--- config.mk ---
export PLATFORM = sky130hd
export DESIGN_NAME = echo_pulse_range_averager
export DESIGN_NICKNAME = d
export VERILOG_FILES = /design/src/sv/epra_pkg.sv /design/src/sv/epra_edge.sv /design/src/sv/epra_scale.sv /design/src/sv/epra_accum.sv /design/src/sv/epra_average.sv /design/src/sv/echo_pulse_range_averager.sv
export SDC_FILE = /design/constraint.sdc
export NUM_CORES = 1
export LEC_CHECK = 0
export BUFFER_PORTS_ARGS = -buffer_cell sky130_fd_sc_hd__clkbuf_2
export CAP_MARGIN = 40
export CORE_MARGIN = 5
export CORE_UTILIZATION = 67
export CTS_CLUSTER_SIZE = 16
export DETAILED_ROUTE_END_ITERATION = 6
export PLACE_DENSITY = 0.88
export SKIP_LAST_GASP = 1
export SLEW_MARGIN = 5
export SYNTH_ARGS = -nofsm -noshare
export SYNTH_HDL_FRONTEND = slang
export SYNTH_SLANG_ARGS = --single-unit
--- constraint.sdc ---
create_clock -name clk -period 9.55 [get_ports clk]
set_input_delay 1.4325 -clock clk [delete_from_list [all_inputs] [get_ports clk]]
set_output_delay 1.4325 -clock clk [all_outputs]
set_load 0.05 [all_outputs]
--- src/sv/epra_pkg.sv ---
// ----------------------------------------------------------------------------
// Echo pulse range averager package
// Shared widths, constants and the item record that moves between stages.
// ----------------------------------------------------------------------------
package epra_pkg;

  localparam int TICK_W          = 16;
  localparam int DIST_W          = 16;
  localparam int SCALE_W         = 16;
  localparam int SAMPLES_DEFAULT = 20;

  localparam logic [SCALE_W-1:0] SCALE_RESET = 16'd1415;
  localparam logic [TICK_W-1:0]  COUNT_MAX   = '1;

  // One item as it moves down the pipeline. The distance field is filled in
  // by the scale stage, and done by the accumulate stage.
  typedef struct packed {
    logic              fire;
    logic              sat;
    logic              done;
    logic [TICK_W-1:0] pulse;
    logic [DIST_W-1:0] distance;
  } epra_event_t;

endpackage

--- src/sv/epra_edge.sv ---
// ----------------------------------------------------------------------------
// Echo edge stage
// Detects echo edges and runs the saturating pulse tick counter.
// ----------------------------------------------------------------------------
module epra_edge import epra_pkg::*; (
  input  logic        clk,
  input  logic        rst,
  input  logic        up_valid,
  input  logic        up_level,
  input  logic        dn_ready,
  output logic        valid,
  output logic        ready,
  output epra_event_t item
);

  logic              echo_previous;
  logic              overrun_flag;
  logic [TICK_W-1:0] pulse_counter;
  logic [TICK_W-1:0] held_pulse;

  logic              overrun_flag_next;
  logic [TICK_W-1:0] pulse_counter_next;
  logic [TICK_W-1:0] held_pulse_next;
  epra_event_t       item_next;

  assign ready = !valid || dn_ready;

  always_comb begin
    overrun_flag_next  = overrun_flag;
    pulse_counter_next = pulse_counter;
    held_pulse_next    = held_pulse;
    item_next          = '0;
    if (!echo_previous && up_level) begin
      pulse_counter_next = '0;
      overrun_flag_next  = 1'b0;
    end else if (echo_previous) begin
      if (pulse_counter == COUNT_MAX) begin
        overrun_flag_next = 1'b1;
      end else begin
        pulse_counter_next = pulse_counter + 1'b1;
      end
      if (!up_level) begin
        held_pulse_next = pulse_counter_next;
        item_next.fire  = 1'b1;
        item_next.sat   = overrun_flag_next;
      end
    end
    item_next.pulse = held_pulse_next;
  end

  always_ff @(posedge clk) begin
    if (rst) begin
      valid         <= 1'b0;
      echo_previous <= 1'b0;
      overrun_flag  <= 1'b0;
      pulse_counter <= '0;
      held_pulse    <= '0;
    end else if (ready) begin
      valid <= up_valid;
      if (up_valid) begin
        echo_previous <= up_level;
        overrun_flag  <= overrun_flag_next;
        pulse_counter <= pulse_counter_next;
        held_pulse    <= held_pulse_next;
        item          <= item_next;
      end
    end
  end

endmodule

--- src/sv/epra_scale.sv ---
// ----------------------------------------------------------------------------
// Distance scale stage
// Turns the finished pulse length into a distance with the Q0.16 factor.
// ----------------------------------------------------------------------------
module epra_scale import epra_pkg::*; (
  input  logic               clk,
  input  logic               rst,
  input  logic [SCALE_W-1:0] scale,
  input  logic               up_valid,
  input  epra_event_t        up_item,
  input  logic               dn_ready,
  output logic               valid,
  output logic               ready,
  output epra_event_t        item
);

  logic [DIST_W-1:0]         held_distance;
  logic [TICK_W+SCALE_W-1:0] product;
  logic [DIST_W-1:0]         dist_calc;
  epra_event_t               item_next;

  assign ready     = !valid || dn_ready;
  assign product   = {{SCALE_W{1'b0}}, up_item.pulse} * {{TICK_W{1'b0}}, scale};
  assign dist_calc = product[SCALE_W +: DIST_W];

  always_comb begin
    item_next          = up_item;
    item_next.distance = up_item.fire ? dist_calc : held_distance;
  end

  always_ff @(posedge clk) begin
    if (rst) begin
      valid         <= 1'b0;
      held_distance <= '0;
    end else if (ready) begin
      valid <= up_valid;
      if (up_valid) begin
        if (up_item.fire) begin
          held_distance <= dist_calc;
        end
        item <= item_next;
      end
    end
  end

endmodule

--- src/sv/epra_accum.sv ---
// ----------------------------------------------------------------------------
// Distance accumulate stage
// Sums distances over one block of pulses and marks the pulse that ends it.
// ----------------------------------------------------------------------------
module epra_accum import epra_pkg::*; #(
  parameter int SAMPLES = SAMPLES_DEFAULT,
  parameter int SUM_W   = DIST_W + $clog2(SAMPLES)
) (
  input  logic             clk,
  input  logic             rst,
  input  logic             up_valid,
  input  epra_event_t      up_item,
  input  logic             dn_ready,
  output logic             valid,
  output logic             ready,
  output epra_event_t      item,
  output logic [SUM_W-1:0] total
);

  localparam int IDX_W = $clog2(SAMPLES);
  localparam logic [IDX_W-1:0] LAST_IDX = IDX_W'(SAMPLES - 1);

  logic [IDX_W-1:0] sample_index;
  logic [SUM_W-1:0] distance_sum;
  logic [SUM_W-1:0] sum_added;
  logic             block_end;
  epra_event_t      item_next;

  assign ready     = !valid || dn_ready;
  assign sum_added = distance_sum + {{(SUM_W-DIST_W){1'b0}}, up_item.distance};
  assign block_end = up_item.fire && (sample_index == LAST_IDX);

  always_comb begin
    item_next      = up_item;
    item_next.done = block_end;
  end

  always_ff @(posedge clk) begin
    if (rst) begin
      valid        <= 1'b0;
      sample_index <= '0;
      distance_sum <= '0;
    end else if (ready) begin
      valid <= up_valid;
      if (up_valid) begin
        if (up_item.fire) begin
          if (block_end) begin
            sample_index <= '0;
            distance_sum <= '0;
          end else begin
            sample_index <= sample_index + 1'b1;
            distance_sum <= sum_added;
          end
        end
        item  <= item_next;
        total <= sum_added;
      end
    end
  end

endmodule

--- src/sv/epra_average.sv ---
// ----------------------------------------------------------------------------
// Block average stage
// Divides a finished block sum by the block size and drives the result.
// ----------------------------------------------------------------------------
module epra_average import epra_pkg::*; #(
  parameter int SAMPLES = SAMPLES_DEFAULT,
  parameter int SUM_W   = DIST_W + $clog2(SAMPLES)
) (
  input  logic              clk,
  input  logic              rst,
  input  logic              up_valid,
  input  epra_event_t       up_item,
  input  logic [SUM_W-1:0]  up_total,
  input  logic              dn_ready,
  output logic              valid,
  output logic              ready,
  output epra_event_t       item,
  output logic [DIST_W-1:0] average
);

  // Division by the block size is a multiply by a rounded-up reciprocal.
  // With this shift the quotient is exact for every sum that fits SUM_W.
  localparam int SHIFT   = SUM_W + $clog2(SAMPLES);
  localparam int RECIP_W = SUM_W + 2;
  localparam logic [RECIP_W-1:0] RECIP =
    RECIP_W'(((64'd1 << SHIFT) + 64'(SAMPLES) - 64'd1) / 64'(SAMPLES));

  logic [DIST_W-1:0]        held_average;
  logic [SUM_W+RECIP_W-1:0] product;
  logic [DIST_W-1:0]        quotient;

  assign ready    = !valid || dn_ready;
  assign product  = {{RECIP_W{1'b0}}, up_total} * {{SUM_W{1'b0}}, RECIP};
  assign quotient = product[SHIFT +: DIST_W];

  always_ff @(posedge clk) begin
    if (rst) begin
      valid        <= 1'b0;
      held_average <= '0;
    end else if (ready) begin
      valid <= up_valid;
      if (up_valid) begin
        if (up_item.done) begin
          held_average <= quotient;
          average      <= quotient;
        end else begin
          average      <= held_average;
        end
        item <= up_item;
      end
    end
  end

endmodule

--- src/sv/echo_pulse_range_averager.sv ---
// ----------------------------------------------------------------------------
// Echo pulse range averager
// Measures echo pulses in ticks, scales them to distances and averages them
// over blocks of SAMPLES pulses.
// ----------------------------------------------------------------------------
//   channel   handshake            payload
//   input     in_valid / in_stall   echo_level
//   output    out_valid / out_stall pulse_ticks, sample_distance,
//                                   average_distance, average_ready,
//                                   fire_trigger, count_saturated
//   config    cfg_wr_en             cfg_wr_data (distance scale, Q0.16)
//
// One item per cycle sustained while the output is not stalled. The accepting
// edge loads the input register, and the edge, scale multiply, accumulate
// and reciprocal multiply stages each register the item in turn on its way
// to the output. Reset is synchronous, clears the valid flags, counters and
// held values, and sets the scale to its default; payload registers are not
// reset, and there is no clearing pass. A stall on the output holds the last
// stage, and the stages behind it keep filling until the pipeline is full.
// ----------------------------------------------------------------------------
module echo_pulse_range_averager import epra_pkg::*; #(
  parameter int SAMPLES = SAMPLES_DEFAULT
) (
  input  logic               clk,
  input  logic               rst,
  input  logic               in_valid,
  output logic               in_stall,
  input  logic               echo_level,
  output logic               out_valid,
  input  logic               out_stall,
  output logic [TICK_W-1:0]  pulse_ticks,
  output logic [DIST_W-1:0]  sample_distance,
  output logic [DIST_W-1:0]  average_distance,
  output logic               average_ready,
  output logic               fire_trigger,
  output logic               count_saturated,
  input  logic               cfg_wr_en,
  input  logic [SCALE_W-1:0] cfg_wr_data
);

  localparam int SUM_W = DIST_W + $clog2(SAMPLES);

  logic [SCALE_W-1:0] distance_scale;
  logic               in_reg_valid;
  logic               in_reg_level;
  logic               in_ready;

  logic               edge_valid, edge_ready;
  logic               scale_valid, scale_ready;
  logic               accum_valid, accum_ready;
  logic               avg_ready;
  epra_event_t        edge_item, scale_item, accum_item, avg_item;
  logic [SUM_W-1:0]   accum_total;

  assign in_ready = !in_reg_valid || edge_ready;
  assign in_stall = !in_ready;

  always_ff @(posedge clk) begin
    if (rst) begin
      distance_scale <= SCALE_RESET;
    end else if (cfg_wr_en) begin
      distance_scale <= cfg_wr_data;
    end
  end

  always_ff @(posedge clk) begin
    if (rst) begin
      in_reg_valid <= 1'b0;
    end else if (in_ready) begin
      in_reg_valid <= in_valid;
      if (in_valid) begin
        in_reg_level <= echo_level;
      end
    end
  end

  epra_edge u_edge (
    .clk      (clk),
    .rst      (rst),
    .up_valid (in_reg_valid),
    .up_level (in_reg_level),
    .dn_ready (scale_ready),
    .valid    (edge_valid),
    .ready    (edge_ready),
    .item     (edge_item)
  );

  epra_scale u_scale (
    .clk      (clk),
    .rst      (rst),
    .scale    (distance_scale),
    .up_valid (edge_valid),
    .up_item  (edge_item),
    .dn_ready (accum_ready),
    .valid    (scale_valid),
    .ready    (scale_ready),
    .item     (scale_item)
  );

  epra_accum #(
    .SAMPLES (SAMPLES),
    .SUM_W   (SUM_W)
  ) u_accum (
    .clk      (clk),
    .rst      (rst),
    .up_valid (scale_valid),
    .up_item  (scale_item),
    .dn_ready (avg_ready),
    .valid    (accum_valid),
    .ready    (accum_ready),
    .item     (accum_item),
    .total    (accum_total)
  );

  epra_average #(
    .SAMPLES (SAMPLES),
    .SUM_W   (SUM_W)
  ) u_average (
    .clk      (clk),
    .rst      (rst),
    .up_valid (accum_valid),
    .up_item  (accum_item),
    .up_total (accum_total),
    .dn_ready (!out_stall),
    .valid    (out_valid),
    .ready    (avg_ready),
    .item     (avg_item),
    .average  (average_distance)
  );

  assign pulse_ticks     = avg_item.pulse;
  assign sample_distance = avg_item.distance;
  assign average_ready   = avg_item.done;
  assign fire_trigger    = avg_item.fire;
  assign count_saturated = avg_item.sat;

endmodule

# After elaboration in Yosys (flattened, before gate mapping)

Index checks and enable logic that the tools add are counted.

Bits of input ports: 22
Bits in registers: 273
Output and inout port bits: 53
Logic and storage cells: 85

Multipliers: 2
Equality and inequality tests: 2
Mux-type cells: 14
Reductions and logical operators: 28
Bitwise logic cells: 2
Add/subtract/negate cells: 3

Operators by type and width:

| operator                 | count |
|---|---|
| $mux W16                 | 8 |
| $mul A21 B20 Y40 const B | 1 |
| $mul A16 B16 Y32         | 1 |
| $add A21 B16 Y21         | 1 |
| $mux W21                 | 1 |
| $reduce_and A3 Y1        | 7 |
| $add A16 B1 Y16 const B  | 1 |
| $eq A16 B16 Y1 const B   | 1 |
| $logic_not A1 Y1         | 8 |
| $reduce_and A2 Y1        | 3 |
| $add A5 B1 Y5 const B    | 1 |
| $eq A5 B5 Y1 const B     | 1 |
| $logic_or A1 B1 Y1       | 5 |
| $mux W5                  | 1 |
| $mux W1                  | 3 |
| $reduce_or A3 Y1         | 1 |
| $logic_and A1 B1 Y1      | 2 |
| $mux W2                  | 1 |
| $not A1 Y1               | 2 |
| $reduce_bool A2 Y1       | 1 |
| $reduce_or A2 Y1         | 1 |

# Logic depth before layout (Yosys ltp)

Gate-level depths: netlist of run 1.

Depth after elaboration: 7
Gate-level depth with buffers: 24
Mapped depth without buffers: 22

# Modules after synthesis

From an unflattened synthesis of run 1, not the netlist that was laid out.

Cells, all modules: 2,692
Area total of the unflattened synthesis: 27,326.2 µm²

Modules (own cells, without submodules):

| module                    | instances | seq. area each (µm²) | cells each | area each (µm²) |
|---|---|---|---|---|
| epra_average              | 1         | 1,871.8              | 973        | 10,178.5 |
| epra_scale                | 1         | 1,391.3              | 1,071      | 10,121.0 |
| epra_accum                | 1         | 2,222.1              | 285        | 3,624.7 |
| epra_edge                 | 1         | 1,241.2              | 305        | 2,726.4 |
| echo_pulse_range_averager | 1         | 370.4                | 58         | 675.6 |

# Worst setup path before layout of run 1

OpenSTA, ideal clock, no wires.

Path kind: register to register
From: register distance_scale[9]
To: register u_scale.item[12] (netlist bit) (data pin)
Path buffers: 3
Slack: 3.095 ns
Data arrival time: 6.196 ns
Data required time: 9.290 ns
Stages on the path, launching flop included: 25
Clock period less this slack: 6.455 ns
Cells stage by stage: dfxtp_1 > clkbuf_1 > clkbuf_1 > nand2_1 > fa_1 > inv_1 > fa_1 > inv_1 > fa_1 > inv_1 > fa_1 > fa_1 > inv_1 > fa_1 > inv_1 > ha_1 > a21oi_1 > o21ai_0 > a2111oi_4 > nor3_2 > or2_1 > buf_2 > a41o_1 > xor2_1 > mux2_2

RTL lines:

| element                | line                            | RTL |
|---|---|---|
| from (decl)            | echo_pulse_range_averager.sv:43 | `logic [SCALE_W-1:0] distance_scale;` |
| from (signal assigned) | echo_pulse_range_averager.sv:62 | `distance_scale <= cfg_wr_data;` |
| to (signal assigned)   | epra_scale.sv:41                | `item <= item_next;` |
| to (decl)              | epra_scale.sv:14                | `output epra_event_t item` |

==> results of run 1 <==
==> sequential cells by signal, indices dropped and copies added (netlist names), 5 cells and up <==
signal and flops:
u_edge.pulse_counter 16, u_average.held_average 16, u_accum.item 35, u_accum.distance_sum 21, u_accum.total 21, u_average.average 16, distance_scale 16, u_edge.held_pulse 16
u_accum.sample_index 5, u_average.item 35, u_edge.item 18, u_scale.item 34, u_scale.held_distance 16
==> final cells by class <==
cell class	instances	area (sq um)	area share (%)
clock inverters	18	208	0.740
clock buffers	38	821	2.92
repair buffers	85	463	1.65
inverters	439	1650	5.87
multi-input cells	1787	17200	61.3
flip-flops and latches	273	7070	25.2
well taps	518	648	2.31
==> path summary, 6_finish.rpt <==
kind / start / endpoint / slack (ns)
worst max-delay path: u_edge.item[23] / u_scale.item[9] / 2.39
worst min-delay path: u_accum.item[18] / u_average.item[18] / 0.42
worst max register to register: u_edge.item[23] / u_scale.item[9] / 2.39
worst min register to register: u_accum.item[18] / u_average.item[18] / 0.42
==> stage by stage <==
| step | utilization [%] | cell area [sq um] | setup WS, ns |
|---|---|---|---|
| after detailed placement | 69.8 | 27100 | 2.44 |
| final | 72.5 | 28100 | 2.39 |
| after CTS | 72.5 | 28100 | 2.43 |
| after global placement | 69.8 | 27000 | 2.67 |
| after global routing | 72.5 | 28100 | 2.06 |
| after floorplan | - | 26300 | 3.09 |
==> per-layer routing <==
layer	track usage, %	up-vias	part of all wire (%)	routed length (um)
met5	0	-	0	0
met2	48.7	850	48	29900
li1	-	8553	-	-
met3	4.90	131	8.3	5170
met4	7.59	0	2.8	1730
met1	39.7	9212	41	25300
==> power groups by stage <==
stage	sequential [mW]	combinational (mW)	clock, mW
finish	1.37	2.94	1.19
global route	1.38	3.33	1.26
CTS	1.37	2.90	1.21
detailed placement	1.40	2.87	0
global placement	1.39	2.71	0
floorplan	1.36	2.17	0
==> kinds of logic (layout without fill, tap and decap cells) <==
family	after synthesis	count (layout)	synth area share, %
DFF	273	273	26.9
AOI/OAI and AO/OA	337	337	8.39
adders and majority gates	650	650	40.4
buffers and inverters	524	580	7.50
muxes	34	34	1.37
xor gates and xnor gates	79	79	2.64
and+or+nand+nor	687	687	12.8
==> worst register-to-register path, cell delays in order (launching register included) <==
cell and delay, ns:
edfxtp_1 0.74, nand2_1 0.18, fa_1 0.56, inv_1 0.05, fa_1 0.50, inv_1 0.06
fa_1 0.53, inv_1 0.06, fa_1 0.50, fa_1 0.54, inv_1 0.06, fa_1 0.53
inv_1 0.04, ha_1 0.31, nand2_1 0.05, o21ai_0 0.39, a21oi_1 0.19, nor3_2 0.54
or2_1 0.43, a41oi_2 0.22, xnor2_1 0.16, mux2_2 0.26
==> placed cells by master, fill, tap and decap left out, types with 36 or more instances in the layout <==
cell type,synthesis,layout
a21o_1,39,39
a21oi_1,100,100
and2_1,131,131
clkbuf_2,0,73
dfxtp_1,113,113
edfxtp_1,160,160
fa_1,329,329
ha_1,321,321
inv_1,436,436
nand2_1,262,262
nand3_1,49,49
nor2_1,100,99
nor3_1,36,36
o21ai_0,75,75
xnor2_1,39,39
xor2_1,40,40
==> results.cfg, run 1 <==
[synth]
ys_top_cells_by_count = inv_1 (436), fa_1 (329), ha_1 (321)
ys_seq_area_share_pct = 26.9
postSynthAreaPerCell_sq_um = 10.2
ys_ff_latch = 273
synth_edf_count = 160
yosysWarnings = 0
synth_top_area_share_pct = 25.1
synth_most_common_cell = inv_1
synth_cell_types = 71
syn_inst = 2584
async_flop_share_pct = 0
synth_nets = 3256
netlist_area_sq_mm = 0.0263
netlist_top_cells_area = fa_1 (25%), edfxtp_1 (18%), ha_1 (15%)
synth_top_cell_by_area = fa_1
synth_ff_type = edfxtp_1

[critical_path]
cp.required_ns = 9.90
critical_path.endpoint_type = register
start_kind = register
cpPeakStageDelay_ns = 0.74
crit_type = register to register
critPathTopFamily = adder cells
crit_arrival_ns = 7.52
cp_max_fo = 17
cpMostUsedCell = fa_1
crit_path_top_delay_cell = edfxtp_1
cp_num_buf_inv = 5
worstPathCellList = nand2_1, fa_1, inv_1, fa_1, inv_1, fa_1, inv_1, fa_1, fa_1, inv_1, fa_1, inv_1, ha_1, nand2_1, o21ai_0, a21oi_1, nor3_2, or2_1, a41oi_2, xnor2_1, mux2_2
crit_cells = 21
reg2reg_depth = 21

[clocking]
hold_buffers = 0
cts_max_level = 1
clk_pin_slew_worst_paths_ns = 0.07
tritoncts = built
insertion_delay_ns = 0.60
cts.repair.resized = 0
cts_sinks = 273
cts_buffers = 30
root_buffer = clkbuf_16
post_cts.repair.setup_buffers = 0
max-clock-path-buffers = 3

[timing]
finalClockSkew_ns = 0.0344
period_needed_ns = 7.16
fin_crit_sh_pct = 75.0
fmax_ghz = 0.140
rsz0062_at_grt = false
holdWs_ns = 0.418
maxSlewViolCount = 0
setup_violations = 0
relSlewSlack_pct = 37.9
hold_violations = 0
worst-slew-pin-transition_ns = 0.931
tns_ns = 0

[placement]
dpl.hpwl_mm = 48.2
io_buffers = 74
dpl.cell_count = 3102
globalplace.congestion = 0.971

[power_and_ir_drop]
cellLeakagePower_nw = 13.3
sw_frac_of_total_pct = 42.3
comb_power_share_pct = 53.4
p_switching_mw = 2.33
p_per_area_mw_per_mm2 = 196
peakVddDrop_mv = 0.247
pwr-share-seq_pct = 25.0
p_int_mw = 3.18
p_clk_share_pct = 21.7
p_total_mw = 5.51

[floorplan]
die_height_um = 208
die_w_um = 208
initial_core_util_pct = 67.8
core_region_area_sq_mm = 0.0387
rows = 72
ioPinCount = 75
dieArea_sq_mm = 0.0432

[hold_path]
min_path_type = register to register
hold_depth = 0

[layout]
nFillCells = 2657
synthToLayoutAreaGrowth_pct = 6.96
stdcell_count = 3158
final_nets = 3288
num_antenna_cells = 0
drive_gt1_share_pct = 6.29

[grt]
grt_max_degree = 81
antenna_found_initial = 0
grt_pass1_vias = 19726
grt_pass1_wl_mm = 102
track_usage_pct = 29.0
grt_overflow = 0

[detailed_routing]
vias_per_cell = 5.94
drtIter0Drc = 1586
firstDrtPassIters = 6
vias = 18746
drt.antenna.violating_nets = 0
drc = 0
wirelength_mm = 62.1
wire_per_inst_um = 19.7

[outcome]
status = finished clean

[run]
maxCapViolCount = 0
(Power assumes the default switching activity.)
==> inputs of run 2 (changes only) <==
Settings changed: CORE_UTILIZATION 67 to 59, PLACE_DENSITY 0.88 to 0.82.
Clock period 9.55 ns to 6.3 ns, I/O delays scaled along.
==> run 2 against run 1 <==
Against the previous run:
- cell count up 7.7%
- die area increased by 13%
- total power rose by 74%
- clock skew is 0.020 ns lower
- critical path type unchanged
==> results.cfg, run 2 (synthesized netlist as in run 1, its figures left out) <==
[floorplan]
die_height_um = 221
rows = 77
die_w_um = 221
dieArea_sq_mm = 0.0488
initial_core_util_pct = 59.5
ioPinCount = 75
core_region_area_sq_mm = 0.0441

[placement]
globalplace.congestion = 0.976
io_buffers = 74
dpl.hpwl_mm = 51.7

[clocking]
cts_buffers = 30
tritoncts = built
clk_pin_slew_worst_paths_ns = 0.07
max-clock-path-buffers = 3
insertion_delay_ns = 0.60
cts_sinks = 273
cts_max_level = 1
root_buffer = clkbuf_16
hold_buffers = 0

[timing]
relSlewSlack_pct = 38.0
maxSlewViolCount = 0
setup_violations = 0
worst-slew-pin-transition_ns = 0.930
tns_ns = 0
fin_crit_sh_pct = 99.5
fmax_ghz = 0.159
finalClockSkew_ns = 0.0141
period_needed_ns = 6.27
hold_violations = 0
rsz0062_at_grt = true

[layout]
drive_gt1_share_pct = 15.8
reg_top3 = u_accum.item x35, u_average.item x35, u_scale.item x34
mostFrequentLayoutCell = inv_1
final_cell_mix = inv_1 (416), fa_1 (319), ha_1 (300)
post-route-util_pct = 68.1
num_antenna_cells = 0
synthToLayoutAreaGrowth_pct = 14.5
final_nets = 3458

[critical_path]
crit_path_start = u_edge.item[19]
start_kind = register
crit_type = register to register
crit_arrival_ns = 6.62
cpMostUsedCell = fa_1
critical_path.endpoint_type = register
cp_max_fo = 7
critPathCapture = u_scale.item[12]
cp.required_ns = 6.65
r2r-start = u_edge.item[19]
reg2reg_depth = 20
cpPeakStageDelay_ns = 0.55
crit_path_top_delay_cell = edfxtp_1
reg2reg_to = u_scale.item[12]
ff2ff_setup_slack_ns = 0.03
worstPathCellList = buf_6, and2_4, fa_1, inv_2, fa_1, inv_2, fa_2, fa_2, fa_1, inv_2, fa_1, inv_1, ha_4, nand4_1, or2_4, nor3_4, or2_4, a41o_1, xor2_1, mux2_4

[run]
maxCapViolCount = 0

[detailed_routing]
vias_per_cell = 5.81
drt.antenna.violating_nets = 0
drc = 0
wirelength_mm = 67.2
wire_per_inst_um = 19.8
vias = 19782
drtIter0Drc = 1908
firstDrtPassIters = 5

[grt]
track_usage_pct = 27.0
antenna_found_initial = 1
grt_pass1_wl_mm = 108
grt_overflow = 0
grt_max_degree = 76
grt_pass1_vias = 20955

[power_and_ir_drop]
peakVddDrop_mv = 0.433
pwr-share-seq_pct = 21.4
cellLeakagePower_nw = 14.2
comb_power_share_pct = 59.6
sw_frac_of_total_pct = 41.4
p_per_area_mw_per_mm2 = 319
p_clk_share_pct = 19.0
p_int_mw = 5.62
p_switching_mw = 3.97

[hold_path]
min_path_type = register to register

[outcome]
status = finished clean
==> run 2: cell types whose count changed in the layout (fill, tap and decap cells not counted), moves of 8 or more <==
cell     change
buf_6       +18
inv_1       -20
fa_1        -10
a21oi_2      +8
fa_2        +10
and2_1      -11
inv_2       +20
buf_4      +149
a21oi_1     -10
and2_4      +11
ha_4        +14
ha_1        -21
==> run 2: what timing repair did <==
item	in CTS	in global routing
pin swaps	11	77
setup buffers	8	25
gates resized for setup	24	120
setup endpoints to repair	30	56
==> run 2: final cells by class <==
cell class / count / area (sq um)
Inverter: 439 / 1650
Timing Repair Buffer: 255 / 1850
Multi-Input combinational cell: 1787 / 17700
Tap cell: 592 / 741
Clock inverter: 17 / 188
Clock buffer: 39 / 846
Fill cell: 3226 / 14100
Sequential cell: 273 / 7080
==> run 2: how the worst min path moves through the flow <==
stage / end / cells after the start / slack (ns) / start
2_1_floorplan: u_accum.item[16] / 0 / 0.40 / u_scale.item[16]
3_3_place_gp: u_average.item[27] / 0 / 0.40 / u_accum.item[27]
3_5_place_dp: u_accum.item[28] / 0 / 0.40 / u_scale.item[28]
4_1_cts: u_accum.item[28] / 0 / 0.41 / u_scale.item[28]
5_1_grt: u_average.item[14] / 0 / 0.42 / u_accum.item[14]
6_report: u_accum.item[29] / 0 / 0.41 / u_scale.item[29]
==> run 2: layer usage <==
layer	part of all wire, %	vias to the layer above	global-route usage, %
met1	40	9848	36.1
met2	49	822	45.2
met3	7.0	190	4.51
met5	0	-	0
li1	-	8922	-
met4	4.0	0	9.02
==> run 2: power by group through the flow <==
stage / combinational [mW] / clock, mW / sequential (mW)
floorplan: 3.24 / 0 / 2.07
global placement: 4.47 / 0 / 2.09
detailed placement: 4.64 / 0 / 2.09
CTS: 4.87 / 1.85 / 2.05
global route: 6.35 / 1.92 / 2.06
finish: 5.71 / 1.82 / 2.05
==> run 2: per-stage QoR <==
stage	cell area (sq um)	instances	worst slack [ns]	power (mW)	hold slack, ns
floorplan	26300	2584	0.00134	5.30	0.400
global placement	28100	3307	-0.0929	6.56	0.401
detailed placement	28200	3313	-0.198	6.73	0.405
CTS	29400	3377	0.00101	8.78	0.405
global route	30100	3402	-0.160	10.3	0.419
finish	30100	3402	0.0284	9.58	0.407
==> run 2: critical path: cells and delay by family (launching register included) <==
kind / cells / cell delay (ns)
fa+ha+maj: 7 / 3.28
simple gates: 5 / 1.21
flops: 1 / 0.55
buf+inv: 5 / 0.38
mux: 1 / 0.26
compound gates: 1 / 0.24
xor+xnor: 1 / 0.09
==> inputs of run 3 (changes only) <==
Settings changed: GPL_TIMING_DRIVEN from default to 0, REMOVE_ABC_BUFFERS from default to 1.
==> run 3 against run 2 <==
Against the previous run:
- the flow now finishes with violations (setup timing)
- total power shrank 1.0%
- critical path type unchanged
- critical endpoint is now u_scale.item[8]
- worst setup slack lost 0.11 ns
- combinational power shrank 0.9%
- first-iteration DRC count shrank 19%
- flip-flop and latch count is the same
- register-to-register slack lost 0.11 ns
- largest cell class unchanged
==> results.cfg, run 3 (synthesized netlist as in run 1, its figures left out) <==
[grt]
grt_pass1_vias = 20291
antenna_found_initial = 1
grt_overflow = 0
track_usage_pct = 26.2
grt_max_degree = 54
grt_pass1_wl_mm = 104

[layout]
reg_top3 = u_accum.item x35, u_average.item x35, u_scale.item x34
num_antenna_cells = 0
nFillCells = 3132
stdcell_count = 3378
mostFrequentLayoutCell = inv_1
final_nets = 3435
synthToLayoutAreaGrowth_pct = 14.8
final_cell_mix = inv_1 (424), fa_1 (316), ha_1 (279)
drive_gt1_share_pct = 15.6
post-route-util_pct = 68.3

[detailed_routing]
wire_per_inst_um = 19.6
drt.antenna.violating_nets = 0
vias_per_cell = 5.76
drtIter0Drc = 1549
vias = 19441
firstDrtPassIters = 5
drc = 0
wirelength_mm = 66.2

[clocking]
cts_buffers = 29
cts_sinks = 273
cts_max_level = 1
hold_buffers = 0
tritoncts = built
insertion_delay_ns = 0.58
max-clock-path-buffers = 3
clk_pin_slew_worst_paths_ns = 0.07
root_buffer = clkbuf_16

[critical_path]
cp_num_buf_inv = 7
reg2reg_depth = 23
crit_type = register to register
worstPathCellList = buf_6, and2_1, fa_1, inv_1, fa_2, fa_2, inv_2, fa_2, fa_1, inv_1, fa_1, inv_1, ha_4, a21oi_4, o21ai_4, a2111oi_4, buf_4, nor3_4, or2_4, buf_4, a31oi_4, xnor2_1, mux2_2
cp.required_ns = 6.63
cpPeakStageDelay_ns = 0.54
cp_max_fo = 6
critPathTopFamily = adder cells
crit_arrival_ns = 6.71
ff2ff_setup_slack_ns = -0.08
critical_path.endpoint_type = register
r2r-start = u_edge.item[23]
crit_cells = 23
crit_path_start = u_edge.item[23]
crit_path_top_delay_cell = fa_1
start_kind = register

[power_and_ir_drop]
p_per_area_mw_per_mm2 = 315
cellLeakagePower_nw = 14.1
peakVddDrop_mv = 0.343

[floorplan]
ioPinCount = 75
initial_core_util_pct = 59.5
die_w_um = 221
dieArea_sq_mm = 0.0488
die_height_um = 221
core_region_area_sq_mm = 0.0441
rows = 77

[outcome]
status = finished, violations left
violations = setup timing

[hold_path]
min_path_type = register to register
hold_depth = 0
hp-start = u_scale.item[30]

[timing]
period_needed_ns = 6.38
fmax_ghz = 0.157
worst-slew-pin-transition_ns = 0.953
fin_crit_sh_pct = 101
setup_slack_ns = -0.0791
setup_violations = 8
hold_violations = 0
relSlewSlack_pct = 36.5
maxSlewViolCount = 0
rsz0062_at_grt = true
finalClockSkew_ns = 0.0192

[placement]
io_buffers = 74
globalplace.congestion = 0.950
dpl.cell_count = 3174
dpl.hpwl_mm = 46.9

[run]
maxCapViolCount = 0
[run 3: report_power, final]
part	total (mW)	internal [mW]	switching, mW	leakage, nW
logic	5.66	2.53	3.13	11.2
registers	2.07	2.00	0.0764	2.42
clock network	1.75	1.02	0.725	0.472
[run 3: timing repair]
action                                  4_1_cts  5_1_grt
buffers inserted                             91       60
gates resized for setup                      84      103
endpoints found under the setup margin       60       54
pin swaps                                    42       73
[run 3: layout make-up]
class | count | area (sq um) | share of cell area, %
inverter | 439 | 1650 | 5.47
clock buffer | 35 | 748 | 2.48
sequential | 273 | 7100 | 23.5
multi-input combinational | 1787 | 18000 | 59.6
tap | 592 | 741 | 2.46
timing repair buffer | 233 | 1710 | 5.67
clock inverter | 19 | 224 | 0.743
[run 3: metrics by stage]
stage	power [mW]	hold WS [ns]	setup WS (ns)	setup TNS, ns	area (sq um)
finish	9.48	0.402	-0.0791	-0.382	30100
global route	10.2	0.408	-0.225	-2.37	30100
detailed placement	6.34	0.405	-0.987	-35.25	27200
floorplan	5.27	0.400	0.0150	0	25900
global placement	6.18	0.402	-0.875	-80.94	27000
CTS	8.67	0.401	-0.0998	-0.181	29200
[run 3: routing by layer]
metal	up-vias	GRT usage [%]	part of all wire (%)
li1	8873	-	-
met1	9580	33.9	39
met2	800	44.5	50
met3	186	4.78	7.6
met4	2	9.58	3.9
met5	-	0	0.021
[run 3: final timing paths]
path,to
worst min-delay path,u_accum.item[30]
worst max register to register,u_scale.item[8]
worst min register to register,u_accum.item[30]
worst max-delay path,u_scale.item[8]
